===== src/sv/utf8sd_pkg.sv =====
package utf8sd_pkg;

  localparam int unsigned CP_W       = 31;
  localparam int unsigned BYTE_W     = 8;
  localparam int unsigned PEND_W     = 3;
  localparam int unsigned FIFO_DEPTH = 4;
  localparam int unsigned PTR_W      = $clog2(FIFO_DEPTH);
  localparam int unsigned CNT_W      = $clog2(FIFO_DEPTH + 1);

  localparam logic [CP_W-1:0] SUBST_CHAR = CP_W'(63);

  typedef enum logic {
    KIND_DATA = 1'b0,
    KIND_EOS  = 1'b1
  } in_kind_t;

  typedef struct packed {
    logic             kind;
    logic [BYTE_W-1:0] data_byte;
  } in_item_t;

  typedef struct packed {
    logic [CP_W-1:0] code_point;
    logic            replaced;
    logic            last;
  } out_item_t;

  // results of one decoded item, compacted so res0 is filled first
  typedef struct packed {
    logic [1:0] num;
    out_item_t  res0;
    out_item_t  res1;
  } dec_res_t;

  typedef struct packed {
    logic [CNT_W-1:0] count;
    logic             has_room;
  } fifo_stat_t;

endpackage


===== src/sv/utf8_stream_decoder_unit.sv =====
// Legacy UTF-8 stream decoder: takes one byte (or end-of-string marker) per
// transfer and gives decoded code points of up to 31 bits, with '?' for
// malformed input. A byte is taken every cycle as long as results drain; a
// result passes the input holding register and then the result queue. A
// byte that cuts a sequence short gives two results if it is itself a
// single-byte character; these leave one per cycle through the single output
// port while out_ready is high. A four-entry result queue decouples the output
// side; the decode stage holds its byte while fewer than two slots are free.
module utf8_stream_decoder_unit (
  input  logic                  clk,
  input  logic                  rst_n,
  input  logic                  in_valid,
  output logic                  in_ready,
  input  utf8sd_pkg::in_item_t  in_item,
  output logic                  out_valid,
  input  logic                  out_ready,
  output utf8sd_pkg::out_item_t out_item
);
  import utf8sd_pkg::*;

  in_item_t   item_r, item_nxt;
  logic       hold_r, hold_nxt;
  logic       fire;
  dec_res_t   dec_res;
  fifo_stat_t stat;

  assign fire     = hold_r && stat.has_room;
  assign in_ready = !hold_r || fire;

  always_comb begin
    hold_nxt = hold_r;
    item_nxt = item_r;
    if (in_valid && in_ready) begin
      hold_nxt = 1'b1;
      item_nxt = in_item;
    end else if (fire) begin
      hold_nxt = 1'b0;
    end
  end

  always_ff @(posedge clk) begin
    if (!rst_n) begin
      hold_r <= 1'b0;
    end else begin
      hold_r <= hold_nxt;
    end
  end

  always_ff @(posedge clk) begin
    item_r <= item_nxt;
  end

  utf8sd_decode u_decode (
    .clk   (clk),
    .rst_n (rst_n),
    .fire  (fire),
    .item  (item_r),
    .res   (dec_res)
  );

  utf8sd_res_fifo u_fifo (
    .clk      (clk),
    .rst_n    (rst_n),
    .push     (fire),
    .push_res (dec_res),
    .pop      (out_ready),
    .head     (out_item),
    .stat     (stat)
  );

  assign out_valid = (stat.count != '0);

`ifndef SYNTH
  a_count_bound: assert property (@(posedge clk) disable iff (!rst_n)
    stat.count <= CNT_W'(FIFO_DEPTH))
    else $error("result queue overflow");

  a_result_visible: assert property (@(posedge clk) disable iff (!rst_n)
    fire && (dec_res.num != 2'd0) |=> out_valid)
    else $error("decoded result not presented");

  a_stall_holds: assert property (@(posedge clk) disable iff (!rst_n)
    !in_ready |-> hold_r && !stat.has_room)
    else $error("input stalled without cause");

  a_two_results: assert property (@(posedge clk) disable iff (!rst_n)
    fire && (dec_res.num == 2'd2) |-> !dec_res.res0.last && dec_res.res0.replaced)
    else $error("bad first of two results");
`endif

endmodule


===== src/sv/utf8sd_decode.sv =====
module utf8sd_decode (
  input  logic                 clk,
  input  logic                 rst_n,
  input  logic                 fire,
  input  utf8sd_pkg::in_item_t item,
  output utf8sd_pkg::dec_res_t res
);
  import utf8sd_pkg::*;

  logic [PEND_W-1:0] pend_r, pend_nxt;
  logic [CP_W-1:0]   pv_r, pv_nxt;
  logic              skip_r, skip_nxt;

  logic              cont;
  logic              fresh;
  logic [BYTE_W-1:0] b;
  logic [CP_W-1:0]   pv_shift;
  logic              pre_v, pre_repl, fr_v, fr_repl;
  logic [CP_W-1:0]   pre_cp, fr_cp;

  assign b        = item.data_byte;
  assign cont     = (b[7:6] == 2'b10);
  assign pv_shift = {pv_r[CP_W-7:0], b[5:0]};

  always_comb begin
    pend_nxt = pend_r;
    pv_nxt   = pv_r;
    skip_nxt = skip_r;
    fresh    = 1'b0;
    pre_v    = 1'b0;
    pre_cp   = SUBST_CHAR;
    pre_repl = 1'b1;
    fr_v     = 1'b0;
    fr_cp    = SUBST_CHAR;
    fr_repl  = 1'b1;

    if (item.kind == KIND_EOS) begin
      pre_v    = (pend_r != '0);
      pend_nxt = '0;
      pv_nxt   = '0;
      skip_nxt = 1'b0;
    end else begin
      if (pend_r != '0) begin
        if (cont) begin
          pend_nxt = pend_r - PEND_W'(1);
          if (pend_r == PEND_W'(1)) begin
            pre_v    = 1'b1;
            pre_cp   = pv_shift;
            pre_repl = 1'b0;
            pv_nxt   = '0;
          end else begin
            pv_nxt = pv_shift;
          end
        end else begin
          // sequence cut short, cutting byte starts afresh
          pre_v    = 1'b1;
          pend_nxt = '0;
          pv_nxt   = '0;
          fresh    = 1'b1;
        end
      end else if (skip_r) begin
        if (!cont) begin
          skip_nxt = 1'b0;
          fresh    = 1'b1;
        end
      end else begin
        fresh = 1'b1;
      end

      if (fresh) begin
        priority if (cont) begin
          fr_v     = 1'b1;
          skip_nxt = 1'b1;
        end else if (!b[7]) begin
          fr_v    = 1'b1;
          fr_cp   = CP_W'(b);
          fr_repl = 1'b0;
        end else if (b < 8'he0) begin
          pv_nxt   = CP_W'(b & 8'h1f);
          pend_nxt = PEND_W'(1);
        end else if (b < 8'hf0) begin
          pv_nxt   = CP_W'(b & 8'h0f);
          pend_nxt = PEND_W'(2);
        end else if (b < 8'hf8) begin
          pv_nxt   = CP_W'(b & 8'h07);
          pend_nxt = PEND_W'(3);
        end else if (b < 8'hfc) begin
          pv_nxt   = CP_W'(b & 8'h03);
          pend_nxt = PEND_W'(4);
        end else begin
          pv_nxt   = CP_W'(b & 8'h01);
          pend_nxt = PEND_W'(5);
        end
      end
    end
  end

  always_comb begin
    res.num             = {1'b0, pre_v} + {1'b0, fr_v};
    res.res0.code_point = pre_v ? pre_cp : fr_cp;
    res.res0.replaced   = pre_v ? pre_repl : fr_repl;
    res.res0.last       = !(pre_v && fr_v);
    res.res1.code_point = fr_cp;
    res.res1.replaced   = fr_repl;
    res.res1.last       = 1'b1;
  end

  always_ff @(posedge clk) begin
    if (!rst_n) begin
      pend_r <= '0;
      pv_r   <= '0;
      skip_r <= 1'b0;
    end else if (fire) begin
      pend_r <= pend_nxt;
      pv_r   <= pv_nxt;
      skip_r <= skip_nxt;
    end
  end

endmodule


===== src/sv/utf8sd_res_fifo.sv =====
module utf8sd_res_fifo (
  input  logic                   clk,
  input  logic                   rst_n,
  input  logic                   push,
  input  utf8sd_pkg::dec_res_t   push_res,
  input  logic                   pop,
  output utf8sd_pkg::out_item_t  head,
  output utf8sd_pkg::fifo_stat_t stat
);
  import utf8sd_pkg::*;

  out_item_t        mem_r [FIFO_DEPTH];
  logic [PTR_W-1:0] wptr_r, wptr_nxt;
  logic [PTR_W-1:0] rptr_r, rptr_nxt;
  logic [CNT_W-1:0] count_r, count_nxt;
  logic [1:0]       push_num;
  logic             do_pop;

  assign push_num = push ? push_res.num : 2'd0;
  assign do_pop   = pop && (count_r != '0);

  always_comb begin
    wptr_nxt  = wptr_r + PTR_W'(push_num);
    rptr_nxt  = rptr_r + PTR_W'(do_pop);
    count_nxt = count_r + CNT_W'(push_num) - CNT_W'(do_pop);
  end

  always_ff @(posedge clk) begin
    if (!rst_n) begin
      wptr_r  <= '0;
      rptr_r  <= '0;
      count_r <= '0;
    end else begin
      wptr_r  <= wptr_nxt;
      rptr_r  <= rptr_nxt;
      count_r <= count_nxt;
    end
  end

  always_ff @(posedge clk) begin
    if (push_num != 2'd0) begin
      mem_r[wptr_r] <= push_res.res0;
    end
    if (push_num == 2'd2) begin
      mem_r[wptr_r + PTR_W'(1)] <= push_res.res1;
    end
  end

  assign head          = mem_r[rptr_r];
  assign stat.count    = count_r;
  assign stat.has_room = (count_r <= CNT_W'(FIFO_DEPTH - 2));

endmodule

===== config.mk =====
export PLATFORM = sky130hd
export DESIGN_NAME = utf8_stream_decoder_unit
export DESIGN_NICKNAME = d
export VERILOG_FILES = /design/src/sv/utf8sd_pkg.sv /design/src/sv/utf8_stream_decoder_unit.sv /design/src/sv/utf8sd_decode.sv /design/src/sv/utf8sd_res_fifo.sv
export SDC_FILE = /design/constraint.sdc
export NUM_CORES = 1
export LEC_CHECK = 0
export ABC_AREA = 1
export BUFFER_PORTS_ARGS = -buffer_cell sky130_fd_sc_hd__clkbuf_2
export CORE_AREA = 5 5 130 132
export CTS_CLUSTER_DIAMETER = 120
export CTS_CLUSTER_SIZE = 8
export DETAILED_ROUTE_END_ITERATION = 7
export DIE_AREA = 0 0 135 137
export GPL_TIMING_DRIVEN = 0
export PLACE_DENSITY = 0.72
export REMOVE_ABC_BUFFERS = 1
export SLEW_MARGIN = 10
export SYNTH_ARGS = -nofsm -noshare
export SYNTH_HDL_FRONTEND = slang
export SYNTH_SLANG_ARGS = --single-unit

===== constraint.sdc =====
create_clock -name clk -period 6.7 [get_ports clk]
set_input_delay 0.335 -clock clk [delete_from_list [all_inputs] [get_ports clk]]
set_output_delay 0.335 -clock clk [all_outputs]
set_load 0.02 [all_outputs]

[Word level (Yosys, flattened, before mapping)]
Memory sizes are Yosys's and may differ from the RTL's. A register that Yosys moved wholly into a read port is not among the register bits.
Cells that the tools add are included.
Storage, ports and cells
  output and inout port bits: 35
  word-level logic and storage cells: 101
  memories: 1
  input bits: 13
  RAM bits: 132
  register bits after elaboration: 52
Memory list
  u_fifo.mem_r: depth 4, bits a word 33, read ports 1, clocked after Yosys merged registers in 1, wr ports 2, line utf8sd_res_fifo.sv:12  | out_item_t mem_r [FIFO_DEPTH];
Cells by class
  reductions and logical operators: 11
  multiplexer cells: 65
  add/sub/neg operators: 7
  eq/ne operators: 3
  $lt $le $gt $ge: 5
Operators by type and width (number)
  two-way mux 31 bit: 18
  two-way mux 1 bit: 34
  < comparator 8 bit (second input constant): 4
  two-way mux 3 bit: 9
  two-way mux 7 bit: 1
  two-way mux 2 bit: 3
  nonzero test 3 bit: 2
  equality test 2 bit (second input constant): 2
  logical AND 1 bit: 4
  nonzero test 2 bit: 2
  adder 3 x 2 -> 3 bit: 1
  equality test 3 x 1 -> 1 bit (second input constant): 1
  less-or-equal comparator 3 x 2 -> 1 bit (second input constant): 1
  subtractor 3 x 1 -> 3 bit: 1
  subtractor 3 x 1 -> 3 bit (second input constant): 1
  adder 1 x 1 -> 2 bit: 1
  adder 2 x 1 -> 2 bit: 1
  adder 2 x 1 -> 2 bit (second input constant): 1
  adder 2 bit: 1
  zero test 1 bit: 2
  logical OR 1 bit: 1

[Longest topological paths before layout]
Gate-level depths: netlist (run 1).
  word-level depth: 12
  depth in mapped cells: 16

[Hierarchy]
A second synthesis (run 1) with hierarchy kept.
Unflattened totals
  cell total of the unflattened synthesis: 1032
  area, all modules: 9168.8 µm²
By module, submodules not included
  utf8sd_res_fifo: area each 6865.3 µm², cells each 712, times used 1
  utf8sd_decode: area each 1963.1 µm², cells each 299, times used 1
  utf8_stream_decoder_unit: area each 340.3 µm², cells each 21, times used 1

[Least setup slack after synthesis (run 1)]
Ideal clock, no wire load.
  path type: register to register
  start: reg u_decode.pend_r[1]
  end: reg u_fifo.count_r[2]
  setup time: 128 ps
  path buffers: 0
  setup slack: 4125 ps
  stages on the path, launching flop included: 17
  data arrival time: 2447 ps
  path through: dfxtp_1 inv_1 ha_1 nand2_1 nand2_1 o21ai_2 inv_1 ha_1 inv_1 nor2_1 inv_1 nor2_1 inv_1 fa_1 xor2_1 inv_1 nor2_1
Between the ends
  longest elaborated chain between the ends: 9
RTL lines
  start: declaration: line utf8sd_decode.sv:10  | logic [PEND_W-1:0] pend_r, pend_nxt;
  start signal: assignment: line utf8sd_decode.sv:114  | pend_r <= pend_nxt;
  equality test 3 x 1 -> 1 bit / nonzero test 3 bit (equally long branches): line utf8sd_decode.sv:46, utf8sd_decode.sv:38, utf8sd_decode.sv:43
  two-way mux 1 bit, on equally long branches: line utf8sd_decode.sv:46, utf8sd_decode.sv:43
  two-way mux 1 bit, on equally long branches: line utf8sd_decode.sv:44, utf8sd_decode.sv:37
  two-way mux 1 bit, on equally long branches: line utf8sd_decode.sv:43, utf8sd_decode.sv:70
  two-way mux 1 bit: line utf8sd_decode.sv:37  | if (item.kind == KIND_EOS) begin
  adder 1 x 1 -> 2 bit (*): line utf8sd_decode.sv:99  | res.num = {1'b0, pre_v} + {1'b0, fr_v};
  two-way mux 2 bit (*): line utf8sd_res_fifo.sv:19  | assign push_num = push ? push_res.num : 2'd0;
  adder 3 x 2 -> 3 bit (*): line utf8sd_res_fifo.sv:25  | count_nxt = count_r + CNT_W'(push_num) - CNT_W'(do_pop);
  subtractor 3 x 1 -> 3 bit (*): line utf8sd_res_fifo.sv:25
  end signal: assignment: line utf8sd_res_fifo.sv:36  | count_r <= count_nxt;
  end: declaration: line utf8sd_res_fifo.sv:15  | logic [CNT_W-1:0] count_r, count_nxt;
Mark *: on every way between the ends. The rest lies on a longest branch, timed or not. The select of a mux whose other input is x is not followed.
A chain may end at the register's enable or synchronous reset.

==> results.md, run 1 <==
Synthesis:
- The post-synthesis share of cell area spent on xor and xnor gates is 0.419%.
- Of the total synthesized cell area, the portion taken by full adders, half adders and majority gates is between 1 and 1.5%.
- The number of library cell types mapped by synthesis is 34.
- The post-synthesis register bit count is ~180.
- The simple-gate share of the synthesized area is about 28%.
- The cell area after synthesis is between 0.008 and 0.009 mm².
- The synthesized netlist devotes approximately 15% of its cell area to compound gates.
- The per-instance average area after synthesis is 7.23 µm².
- The number of warnings issued by yosys is 0.
- By count the netlist is led by nor2_1, nand2_1, o21ai_0.
- The async set or reset register ratio after synthesis is 0%.
- The instance count of the mapped netlist is roughly 1200.
- The most used standard cell by instance count after synthesis is nor2_1.
- The number of enable-type register cells in the synthesized netlist is between 40 and 50.
- The largest family of logic cells by synthesized area is simple AND/OR/NAND/NOR gates.
- The fraction of synthesized cell area taken by the top area cell type is between 30% and 40%.
- The largest total area in the synthesized netlist belongs to dfxtp_1.
- Sequential cells were found to cover between 40 and 50% of the synthesized design area.
- For this run, the leading register cell type out of synthesis is dfxtp_1.
- After synthesis, the cell types taking the most area are dfxtp_1, edfxtp_1, nor2_1, nand2_1, o21ai_0.
- The portion of synthesized area spent on multiplexers is 0%.

GRT:
- The maximum number of pins on one net before global-route repair is between 50 and 60.
- The initial antenna violation count is 0.
- The global-route total usage across every layer is approximately a quarter.
- The via count of the first global-routing pass is approximately 7000.
- The total grt overflow is 0.
- The global-route wire length before repair is roughly 36000 µm.

Clock tree:
- The tree built by TritonCTS fans out to approximately 180 sinks.
- Clock tree synthesis inserted a total of 17 buffers.
- The clock passes through at most 2 buffers.
- Clock-pin slew was measured on the worst setup and hold paths at about 0.06 ns.
- The clock tree from TritonCTS is yes.
- The post-CTS resize count is 0.
- The H-tree generated during clock tree synthesis spans 4 levels.
- The number of buffers inserted by post-CTS setup repair is 0.
- The clock root buffer master is clkbuf_16.
- Clock latency on the worst-skew pair, taken at its later pin, is 0.43 ns.
- The hold-fix buffer count after cts is 0.

Worst setup path:
- The critical path endpoint category is a register.
- Data arrives at the worst endpoint at between 4 and 5 ns.
- The worst setup path is launched from a register.
- For flop-to-flop paths, the worst setup slack is around 2.5 ns.
- The required time of the critical path is just under 7 ns.
- The critical path is of the reg2reg type.
- The peak fanout along the critical path is 27.

Die:
- The full die area is 0.0185 mm².
- The effective utilization at floorplan is 53.7%.
- The standard cell core area is roughly 0.016 mm².
- The die width is 135 µm.
- The initialized floorplan defines 46 standard-cell rows.
- 48 I/O pins were placed.
- The die extent in y is about 140 µm.

Route:
- The wire length per cell after detailed routing is about 16 µm.
- Wires add up to roughly 22000 µm.
- The final route contains between 7000 and 8000 vias.
- The first-pass iteration count of the detailed router is 5.
- In the routed layout, each cell is associated on average with a via count of 5.39.
- The count of nets left with antenna violations once routing finished came out at 0.
- For this block, the initial DRC count from the detailed router was roughly 670.
- The number of remaining DRC errors is 0.

Power and ir drop:
- The leakage power total is approximately 4.3 nW.
- The worst voltage drop across the vdd grid is between 0.15 and 0.2 mV.
- Power spread over the standard cell area amounts to approximately 340 mW/mm².

Timing:
- The final hold violation count came to 0.
- Setup repair after global routing left no endpoint under its margin.
- The clock arrives with slightly above 0.007 ns of skew.
- The number of pins exceeding their max-slew limit in the final report is 0.
- The share of the clock period used by the worst path after layout is 62.1%.
- In this run the tightest slew margin relative to its limit is a little over an eighth.
- For the pin with the worst max-slew slack, the measured transition is about 1.3 ns.
- The highest clock rate is between 200 and 250 MHz.
- The post-layout minimum cycle time is about 4.2 ns.
- Setup violations remaining at the end of the flow were counted as 0.
- The final total negative setup slack is 0 ns.

Layout:
- The fraction of final layout cells sized beyond drive strength 1 is ~8.6%.
- The number of fill cells is 1478.
- At the end of the flow the core is filled with cells to 59.0%.
- Summing all non-filler instances in the final layout gives an area of slightly above 0.009 mm².
- Summing all multi-input logic gate instances after layout gives between 0.003 and 0.004 mm².
- The area growth from synthesis to layout is 10.0%.
- The area used by sequential logic in the layout is 0.00398 mm².
- The final layout contains ~1200 nets.
- The antenna diode count is 0.

Placed design:
- The post-placement cell area is roughly 0.0086 mm².
- Routability-driven placement finished with a final weighted congestion of 0.947.
- The total half-perimeter wirelength after legalization and detailed placement is approximately 13000 µm.
- The number of buffer cells added on primary ports is between 40 and 50.

Run:
- The reported max-cap violation count is 0.

Run status:
- The flow ran to the end, and the final reports show no timing, DRC or antenna violations.

Min path:
- The worst hold-check path type is in2reg.
flip-flops by register name (all words and copies together) (netlist names):
register / count
u_decode.pend_r: 3
u_decode.pv_r: 25
u_fifo.wptr_r: 2
hold_r: 1
item_r: 9
u_decode.skip_r: 1
u_fifo.mem_r: 132
u_fifo.count_r: 3
u_fifo.rptr_r: 2
worst max-delay path, cell delays in order, from the launching register on:
cell and delay [ns]:
dfxtp_1 0.33, inv_1 0.08, ha_1 0.19, nand2_1 0.18, nand2_1 0.17, o21ai_2 0.37, inv_1 0.09, ha_1 0.36
nor2_4 0.33, nand2_1 0.85, nand2_1 0.83
layer usage:
metal  up-vias  GRT usage [%]  wire length (µm)
met1      3466           31.4              9570
met3        40           4.78              1450
li1       3751              -                 -
met2       245           41.2             10500
met5         -              0                 0
met4         0           8.62               443
where the power goes:
part | total, mW | leakage [nW] | internal, mW | switching, mW
sequential | 1.30 | 1.51 | 1.21 | 0.0867
combinational | 0.879 | 2.52 | 0.286 | 0.594
clock | 0.978 | 0.283 | 0.567 | 0.411
stage by stage:
stage	setup WS, ns	total power [mW]	cells	hold WS [ns]
4_1_cts	2.57	3.17	1392	0.0644
3_5_place_dp	2.59	2.21	1361	0.460
6_report	2.54	3.15	1392	0.0764
2_1_floorplan	3.50	1.89	1096	0.428
5_1_grt	2.30	3.32	1392	0.0632
3_3_place_gp	1.40	2.17	1359	0.442
path summary, 6_finish.rpt:
kind | cells past startpoint | to | start
setup / recovery | 10 | u_fifo.mem_r[0][4] | u_decode.pend_r[1]
hold / removal | 1 | item_r[6] | in_item[6]
setup reg to reg | 10 | u_fifo.mem_r[0][4] | u_decode.pend_r[1]
hold reg to reg | 2 | u_fifo.mem_r[0][15] | u_fifo.mem_r[0][15]
final cells by class:
type	instances	area share, %
clock inverters	6	0.707
multi-input cells	817	40.6
repair buffers	49	2.99
inverters	101	4.12
clock buffers	25	5.52
well taps	216	2.93
flip-flops and latches	178	43.2
cells in the final DEF (no fill, tap or decap), types with 2 or more instances in the layout:
| master | count |
|---|---|
| clkinv_1 | 3 |
| nand3_1 | 44 |
| o21ai_0 | 150 |
| inv_4 | 2 |
| inv_2 | 6 |
| inv_1 | 92 |
| edfxtp_1 | 41 |
| dfxtp_1 | 136 |
| xnor2_1 | 3 |
| o22ai_1 | 23 |
| nor2_1 | 258 |
| nand4_1 | 6 |
| a21oi_1 | 51 |
| o211ai_1 | 2 |
| clkbuf_1 | 5 |
| nor3b_1 | 18 |
| inv_6 | 2 |
| o21ai_1 | 7 |
| buf_12 | 2 |
| a21oi_4 | 2 |
| nand2_2 | 6 |
| clkbuf_16 | 19 |
| nand2_1 | 225 |
| ha_1 | 7 |
| nor2_4 | 2 |
| nor2_2 | 5 |
| clkbuf_2 | 47 |
cell families after synthesis:
logic type      Yosys count
xor+xnor                  4
simple gates            567
compound gates          238
flops                   178
buf+inv                 163
fa+ha+maj                 8
Power figures use the tool's default switching activity.
==> run 2: changes to the inputs <==
--- a/config.mk
+++ b/config.mk
@@ -5,13 +5,13 @@
 export SDC_FILE = /design/constraint.sdc
 export NUM_CORES = 1
 export LEC_CHECK = 0
-export ABC_AREA = 1
+export ABC_AREA = 0
 export BUFFER_PORTS_ARGS = -buffer_cell sky130_fd_sc_hd__clkbuf_2
-export CORE_AREA = 5 5 130 132
+export CORE_AREA = 5 5 128 130
 export CTS_CLUSTER_DIAMETER = 120
 export CTS_CLUSTER_SIZE = 8
 export DETAILED_ROUTE_END_ITERATION = 7
-export DIE_AREA = 0 0 135 137
+export DIE_AREA = 0 0 133 135
 export GPL_TIMING_DRIVEN = 0
 export PLACE_DENSITY = 0.72
 export REMOVE_ABC_BUFFERS = 1
==> constraint.sdc (replaced) <==
create_clock -name clk -period 3.95 [get_ports clk]
set_input_delay 0.1975 -clock clk [delete_from_list [all_inputs] [get_ports clk]]
set_output_delay 0.1975 -clock clk [all_outputs]
set_load 0.02 [all_outputs]
==> run 2 against run 1 <==
Clock-buffer cell count down 4. Synthesized cell count shrank 32%. Worst setup slack worse by 2.4 ns. Non-clock buffer count is 26 higher. Register-to-register slack got worse by 2.4 ns. Cell count fell by 27%. Sequential cell count unchanged. Clock power is 72% higher. Sequential power grew 55%. Largest power group unchanged. Highest routed layer unchanged.
==> results.md, run 2 <==
Run status:
- The flow ran to the end, and the final reports show no timing, DRC or antenna violations.

Power and ir drop:
- The net switching power of the design is 1.19 mW (+9.2%).
- The total power per unit cell area is 478 mW/mm² (+40%).
- The share of power burned in registers came to 46.1% (+5.0 points).
- The fraction of power spent switching nets came to 27.2% (-7.4 points).
- The worst voltage drop across the vdd grid was 0.501 mV (+160%).
- The total power after layout is 4.39 mW (+39%).
- The combinational share of power is 15.6% (-12 points).
- The power share of the clock group was 38.4% (+7.4 points).
- The internal portion of total power came to 3.19 mW (+55%).
- The leakage power total is 3.23 nW (-25%).

Clock tree:
- The number of buffers added by the clock tree synthesis step is 17 (unchanged).
- Clock tree synthesis selected as its root buffer the cell clkbuf_16.
- The clock-pin slew on the worst setup and hold paths was 0.07 ns (about the same).
- The clock tree from TritonCTS is yes.
- The clock insertion delay at the later pin of the skew report is 0.43 ns (about the same).
- The number of sinks driven by the clock tree is 178 (unchanged).
- The number of buffers inserted by post-CTS setup repair is 0 (unchanged).
- The maximum clock insertion buffer count is 2 (unchanged).
- The depth of the CTS H-tree was 4 (unchanged).

Die:
- The full die area is 0.0180 mm² (-2.9%).
- The count of boundary I/O pins came to 48 (unchanged).
- The die extent in y came to 135 µm (-1.5%).
- The effective utilization at floorplan is 53.9% (+0.19 points).
- The die width is 133 µm (-1.5%).
- The standard-cell row count is 45 (-2.2%).
- The standard cell core area is 0.0150 mm² (-3.6%).

Synthesis:
- The most used standard cell by instance count after synthesis is dfxtp_1.
- The cell area after synthesis is 0.00810 mm² (-3.3%).
- The number of warnings issued by yosys is 0 (unchanged).
- The async set or reset register ratio after synthesis is 0% (unchanged).
- The number of library cell types mapped by synthesis is 66 (+94%).
- The number of enable-type register cells in the synthesized netlist is 41 (unchanged).
- The cell taking the most area after synthesis is dfxtp_1.
- The simple-gate share of the synthesized area is 18.3% (-9.6 points).
- The post-synthesis register bit count came to 178 (unchanged).
- The sequential cell area fraction in the yosys report is 49.1% (+1.6 points).
- The fraction of synthesized cell area taken by the top area cell type is 33.9% (+1.1 points).
- The post-synthesis share of cell area spent on xor and xnor gates came to 0.541% (+0.12 points).
- The post-synthesis mux area share is 9.18% (+9.2 points).
- The most used flip-flop cell after synthesis is dfxtp_1.
- The post-synthesis compound-gate area fraction is 16.1% (+1.1 points).
- Sorting the synthesized cells by how often they occur yields dfxtp_1, nand2_1, a21oi_1.
- The per-instance average area after synthesis is 10.2 µm² (+41%).
- The largest family of logic cells by synthesized area is simple AND/OR/NAND/NOR gates.
- By area the synthesized netlist is led by dfxtp_1, edfxtp_1, mux4_2, a21oi_1, nand3_1.
- The area share of fa/ha/maj cells after synthesis is 1.33% (+0.044 points).
- The instance count of the mapped netlist is 793 (-32%).

GRT:
- The global-route wire length before repair was 33200 µm (-6.8%).
- The global-route total usage across every layer is 23.3% (-1.1 points).
- The total grt overflow came to 0 (unchanged).
- The via count of the first global-routing pass is 6436 (-7.9%).
- The initial antenna violation count is 0 (unchanged).
- The maximum number of pins on one net before global-route repair is 35 (-34%).

Route:
- The number of remaining DRC errors is 0 (unchanged).
- The via density per instance is 6.44 (+19%).
- The total number of vias is 6567 (-12%).
- The total detailed-routing wirelength is 20700 µm (-5.8%).
- The number of routed nets with antenna violations was 0 (unchanged).
- The wire length per cell after detailed routing is 20.3 µm (+29%).
- The first-pass iteration count of the detailed router is 7 (+2).
- The starting DRC count in detailed routing is 705 (+5.1%).

Run:
- The reported max-cap violation count is 0 (unchanged).

Timing:
- The relative slew slack is 14.7% (+1.1 points).
- The post-layout minimum cycle time was 3.77 ns (-0.393 ns).
- The share of the clock period used by the worst path after layout is 95.4% (+33 points).
- The number of pins exceeding their max-slew limit in the final report came to 0 (unchanged).
- The highest clock rate is 265 MHz (+10%).
- The final hold violation count was 0 (unchanged).
- The transition at the pin with the smallest max-transition slack is 1.28 ns (-0.0182 ns).
- Setup repair after global routing left no endpoint under its margin.
- The worst clock skew is 0.0100 ns (+0.00279 ns).
- The total of endpoints with negative setup slack in the final report is 0 (unchanged).

Worst setup path:
- The count of buffering cells on the critical path with inverters included came to 1 (-1).
- The standard cell with the maximum stage delay on the critical path is nor3_4.
- The worst setup path is launched from a register.
- The critical path's top delay family is simple AND/OR/NAND/NOR gates.
- The required time of the critical path is 4.32 ns (-2.44 ns).
- The data arrival time of the critical path came to 4.14 ns (-0.08 ns).
- The worst setup path is captured at a register.
- The critical path in this run is classified as reg2reg.
- The slack of the worst reg-to-reg path is 0.18 ns (-2.36 ns).
- The worst stage delay on the critical path is 1.05 ns (+0.20 ns).
- Walking the worst path, the cells encountered are inv_1, ha_1, nand2b_1, or3_1, a21oi_1, ha_2, or2_1, nand4_2, nor3_4, a22o_1.
- The peak fanout along the critical path came to 24 (-11%).

Min path:
- The min-delay analysis places its worst path in the category in2reg.

Placed design:
- The number of buffer cells added on primary ports is 47 (unchanged).
- The number of placed instances, taps included is 979 (-28%).
- The final weighted congestion of routability-driven global placement was 0.909 (-4.0%).
- The total half-perimeter wirelength after legalization and detailed placement came to 12900 µm (+0.62%).

Layout:
- More flip-flops sit in one register than any other, and that register is u_fifo.mem_r.
- The net total in the final layout came to 840 (-29%).
- In the layout the commonest cells are dfxtp_1, nand2_1, a21oi_1, nand3_1, clkbuf_2.
- The count of placed standard cells in the final layout, fillers left out was 1020 (-27%).
- The largest registers in the layout are u_fifo.mem_r: 132 flops, u_decode.pv_r: 25 flops, item_r: 9 flops.
- The fraction of final layout cells sized beyond drive strength 1 is 20.2% (+12 points).
- The antenna diode count is 0 (unchanged).
- The number of fill cells is 1201 (-19%).
- The number of flip-flops in the largest register is 132 (unchanged).
- The leading cell type in the layout, fill and taps excluded is dfxtp_1.
- The area used by sequential logic in the layout came to 0.00398 mm² (about the same).
- The synthesis-to-layout area growth is 13.3%.
- The area used by multi-input combinational logic was 0.00375 mm² (+0.30%).
## run 2: changes by cell type in the layout (fill, tap and decap cells not counted), sizes merged, moves of 16 or more
| cell | before | now |
|---|---|---|
| nor3b | 19 | 0 |
| buf | 2 | 19 |
| a22o | 0 | 28 |
| a21oi | 53 | 112 |
| nand2 | 231 | 116 |
| nor2 | 265 | 12 |
| o21ai | 158 | 13 |
| mux4 | 0 | 33 |
| inv | 102 | 13 |
| nand3 | 46 | 100 |
| o22ai | 23 | 7 |
## run 2: kinds of logic after synthesis
logic type / Yosys count
compound gates: 205
xor+xnor: 5
fa+ha+maj: 8
buf+inv: 77
flops: 178
mux: 33
simple gates: 287
## run 2: path summary, 6_finish.rpt
check / cells past startpoint / start / endpoint
worst max-delay path: 10 / u_decode.pend_r[0] / u_fifo.mem_r[0][11]
worst min-delay path: 3 / in_valid / hold_r
worst max register to register: 10 / u_decode.pend_r[0] / u_fifo.mem_r[0][11]
worst min register to register: 2 / u_fifo.mem_r[3][26] / u_fifo.mem_r[3][26]
## run 2: final cells by class
| class | count | share of cell area, % |
|---|---|---|
| flip-flops and latches | 178 | 43.4 |
| multi-input cells | 538 | 40.9 |
| repair buffers | 75 | 6.43 |
| clock buffers | 21 | 5.08 |
| well taps | 188 | 2.56 |
| clock inverters | 11 | 1.35 |
| inverters | 9 | 0.368 |
## run 2: repair_timing
action,CTS,global route
endpoints found under the hold margin,9,0
setup endpoints to repair,29,43
hold buffers,9,0
gates resized for setup,3,5
## run 2: power groups by stage
stage	sequential [mW]	combinational, mW	clock (mW)
finish	2.02	0.682	1.68
global route	2.03	0.735	1.78
global placement	2.13	0.558	0
CTS	2.02	0.684	1.70
floorplan	2.06	0.437	0
detailed placement	2.06	0.673	0
## run 2: metal layers
metal  track usage [%]  share of wire [%]  up-vias
met3              4.62                8.2       56
met1              30.4                 40     3224
li1                  -                  -     2960
met2              38.4                 49      327
met4              8.95                2.8        0
met5                 0                  0        -
## run 2: through the flow
step | area (µm²) | TNS [ns] | worst slack [ns] | hold slack [ns] | utilization, %
3_5_place_dp | 8460 | -11.33 | -0.474 | 0.377 | 56.3
5_1_grt | 9170 | 0 | 0.0629 | 0.0313 | 61.0
3_3_place_gp | 8160 | -205.08 | -2.46 | 0.375 | 54.3
6_report | 9170 | 0 | 0.180 | 0.0146 | 61.0
4_1_cts | 9150 | 0 | 0.0153 | 0.0101 | 60.9
2_1_floorplan | 7690 | -2.40 | -0.0992 | 0.296 | -
## run 2: tightest hold or removal path: cells and delay by family
kind,cells,cell delay [ns]
buf+inv,1,0.08
compound gates,1,0.03
simple gates,1,0.09
==> run 3: changes to the inputs <==
==> constraint.sdc (replaced) <==
create_clock -name clk -period 4.3 [get_ports clk]
set_input_delay 0.215 -clock clk [delete_from_list [all_inputs] [get_ports clk]]
set_output_delay 0.215 -clock clk [all_outputs]
set_load 0.02 [all_outputs]
==> run 3 against run 2 <==
Worst setup slack worse by 0.017 ns. Sequential share of layout area up 0.14 points. Worst hold slack better by 0.020 ns. Global-route usage about the same. Utilization down 0.19 points. Critical path depth down 3. Die area unchanged. Highest routed layer unchanged. Via count down 1.2%. Clock skew about the same. Largest cell class unchanged. Cell count unchanged.
==> results.md, run 3 (synthesis results as in run 2) <==
Run status:
- The run finished with clean final reports.

Clock tree:
- The number of buffers added by the clock tree synthesis step is 17 (unchanged).
- The clock tree from TritonCTS is yes.
- The clock insertion delay at the later pin of the skew report was 0.43 ns (about the same).
- The maximum clock insertion buffer count is 2 (unchanged).
- The number of sinks driven by the clock tree is 178 (unchanged).
- The clock-pin slew on the worst setup and hold paths is 0.06 ns (about the same).
- The number of buffers inserted by post-CTS setup repair was 0 (unchanged).
- The depth of the CTS H-tree is 4 (unchanged).
- The root buffer cell chosen for the clock tree is clkbuf_16.

Route:
- The first-pass iteration count of the detailed router is 6 (-1).
- The number of routed nets with antenna violations is 0 (unchanged).
- The wire length per cell after detailed routing is 20.1 µm (-1.2%).
- The total detailed-routing wirelength came to 20500 µm (-1.2%).
- The via density per instance is 6.36 (-1.2%).
- The number of remaining DRC errors is 0 (unchanged).
- The total number of vias is 6489 (-1.2%).
- The starting DRC count in detailed routing came to 833 (+18%).

GRT:
- The total grt overflow came to 0 (unchanged).
- The via count of the first global-routing pass came to 6439 (+0.047%).
- The global-route wire length before repair is 33300 µm (+0.11%).
- The global-route total usage across every layer is 23.3% (about the same).
- The maximum number of pins on one net before global-route repair is 35 (unchanged).
- The initial antenna violation count is 0 (unchanged).

Layout:
- The antenna diode count is 0 (unchanged).
- In the layout the commonest cells are dfxtp_1, nand2_1, a21oi_1, nand3_1, clkbuf_2.
- The largest registers in the layout are u_fifo.mem_r: 132 flops, u_decode.pv_r: 25 flops, item_r: 9 flops.
- The leading cell type in the layout, fill and taps excluded is dfxtp_1.
- u_fifo.mem_r holds more flip-flops than any other register.
- The number of fill cells is 1204 (+0.25%).
- The number of flip-flops in the largest register is 132 (unchanged).
- The net total in the final layout is 840 (unchanged).
- The fraction of final layout cells sized beyond drive strength 1 is 19.8% (-0.36 points).
- The area used by multi-input combinational logic came to 0.00372 mm² (-0.77%).
- The area used by sequential logic in the layout is 0.00398 mm² (unchanged).
- The synthesis-to-layout area growth is 12.9%.

Timing:
- The relative slew slack was 16.0% (+1.4 points).
- The worst clock skew came to 0.00966 ns (-0.000332 ns).
- The number of pins exceeding their max-slew limit in the final report is 0 (unchanged).
- The share of the clock period used by the worst path after layout is 96.2% (+0.77 points).
- Setup repair after global routing left no endpoint under its margin.
- The transition at the pin with the smallest max-transition slack is 1.26 ns (-0.0164 ns).
- The highest clock rate is 242 MHz (-8.9%).
- The final total negative setup slack is 0 ns (unchanged).
- The final hold violation count was 0 (unchanged).
- The total of endpoints with negative setup slack in the final report came to 0 (unchanged).
- The post-layout minimum cycle time came to 4.14 ns (+0.367 ns).

Die:
- The standard cell core area is 0.0150 mm² (unchanged).
- The effective utilization at floorplan is 53.9% (unchanged).
- The standard-cell row count is 45 (unchanged).
- The count of boundary I/O pins is 48 (unchanged).
- The die extent in y is 135 µm (unchanged).
- The full die area is 0.0180 mm² (unchanged).
- The die width is 133 µm (unchanged).

Power and ir drop:
- The net switching power of the design is 1.09 mW (-8.7%).
- The share of power burned in registers came to 46.1% (about the same).
- The internal portion of total power came to 2.93 mW (-8.2%).
- The worst voltage drop across the vdd grid is 0.461 mV (-7.9%).
- The total power after layout is 4.02 mW (-8.3%).
- The leakage power total is 3.24 nW (+0.38%).
- The fraction of power spent switching nets is 27.1% (-0.097 points).
- The combinational share of power came to 15.5% (about the same).
- The total power per unit cell area is 440 mW/mm² (-8.0%).
- The power share of the clock group came to 38.4% (about the same).

Worst setup path:
- The kind of cell with the highest combined delay along the critical path is simple AND/OR/NAND/NOR gates.
- The signal on the critical path passes through nand2b_1, a21oi_2, a21oi_1, ha_1, or2_1, nand4_2, o21ai_2.
- The slack of the worst reg-to-reg path is 0.16 ns (-0.02 ns).
- The startpoint identified for the worst register-to-register timing path is item_r[6].
- The worst stage delay on the critical path is 0.83 ns (-0.22 ns).
- The worst flop-to-flop path endpoint is u_fifo.mem_r[2][2].
- The number of cell instances on the worst register-to-register path is 7 (-3).
- The data arrival time of the critical path is 4.19 ns (+0.05 ns).
- The standard cell with the maximum stage delay on the critical path is nand4_2.
- The type of element launching the critical path is a register.
- The setup path with the least slack is of type reg2reg.
- The peak fanout along the critical path is 27 (+13%).
- The required time of the critical path is 4.36 ns (+0.04 ns).
- The count of buffering cells on the critical path with inverters included is 0 (-1).
- The critical path endpoint category is a register.

Placed design:
- The final weighted congestion of routability-driven global placement is 0.909 (unchanged).
- The number of buffer cells added on primary ports is 47 (unchanged).
- The total half-perimeter wirelength after legalization and detailed placement was 12900 µm (unchanged).

Min path:
- The worst hold-check path type is in2reg.
- The sink of the worst hold path is hold_r.
- The number of stages on the worst hold path is 3 (unchanged).
- The start point of the worst hold path is in_valid.

Run:
- The reported max-cap violation count is 0 (unchanged).
[run 3: power groups by stage]
stage                     Sequential (mW)  Clock (mW)  Combinational, mW
after detailed placement             1.89           0              0.618
after global placement               1.96           0              0.513
after floorplan                      1.90           0              0.402
after CTS                            1.86        1.56              0.627
final                                1.85        1.54              0.621
after global routing                 1.86        1.64              0.671
[run 3: what timing repair did]
action / 4_1_cts / 5_1_grt
hold endpoints to repair: 9 / 0
setup endpoints to repair: 20 / 0
hold buffers: 9 / 0
resized for setup: 2 / 0
[run 3: cell type report]
| class | count | area share (%) |
|---|---|---|
| clock inverters | 11 | 1.35 |
| clock buffers | 21 | 5.09 |
| well taps | 188 | 2.57 |
| inverters | 9 | 0.370 |
| repair buffers | 75 | 6.45 |
| flip-flops and latches | 178 | 43.5 |
| multi-input cells | 538 | 40.7 |
[run 3: layer usage]
metal / track usage [%] / vias to the layer above / part of all wire (%) / wire [µm]
met4: 9.06 / 0 / 2.2 / 456
li1: - / 2956 / - / -
met2: 38.4 / 285 / 50 / 10300
met3: 4.66 / 43 / 7.6 / 1550
met5: 0 / - / 0 / 0
met1: 30.4 / 3205 / 40 / 8190
[run 3: metrics by stage]
step	util (%)	instance area [µm²]	instances	worst slack [ns]	hold WS (ns)
after floorplan	-	7690	725	0.251	0.314
after global placement	54.3	8160	960	-2.11	0.393
after detailed placement	56.3	8460	979	-0.124	0.394
after CTS	60.8	9140	1020	0.232	0.0276
after global routing	60.8	9140	1020	0.0162	0.0488
final	60.8	9140	1020	0.163	0.0341
[run 3: how the worst max path moves through the flow]
| stage | startpoint | to | slack [ns] | depth (start not counted) |
|---|---|---|---|---|
| after CTS | item_r[6] | u_fifo.mem_r[2][3] | 0.23 | 7 |
| after global routing | item_r[6] | u_fifo.mem_r[2][2] | 0.02 | 7 |
| after floorplan | item_r[6] | u_fifo.mem_r[1][10] | 0.25 | 8 |
| after detailed placement | item_r[6] | u_fifo.mem_r[2][4] | -0.12 | 7 |
| after global placement | item_r[6] | u_fifo.mem_r[1][19] | -2.11 | 8 |
| final | item_r[6] | u_fifo.mem_r[2][2] | 0.16 | 7 |
[run 3: worst min-delay path, cell delays in order]
cell and delay, ns:
clkbuf_2 0.08, a21oi_1 0.03, nor2b_1 0.09
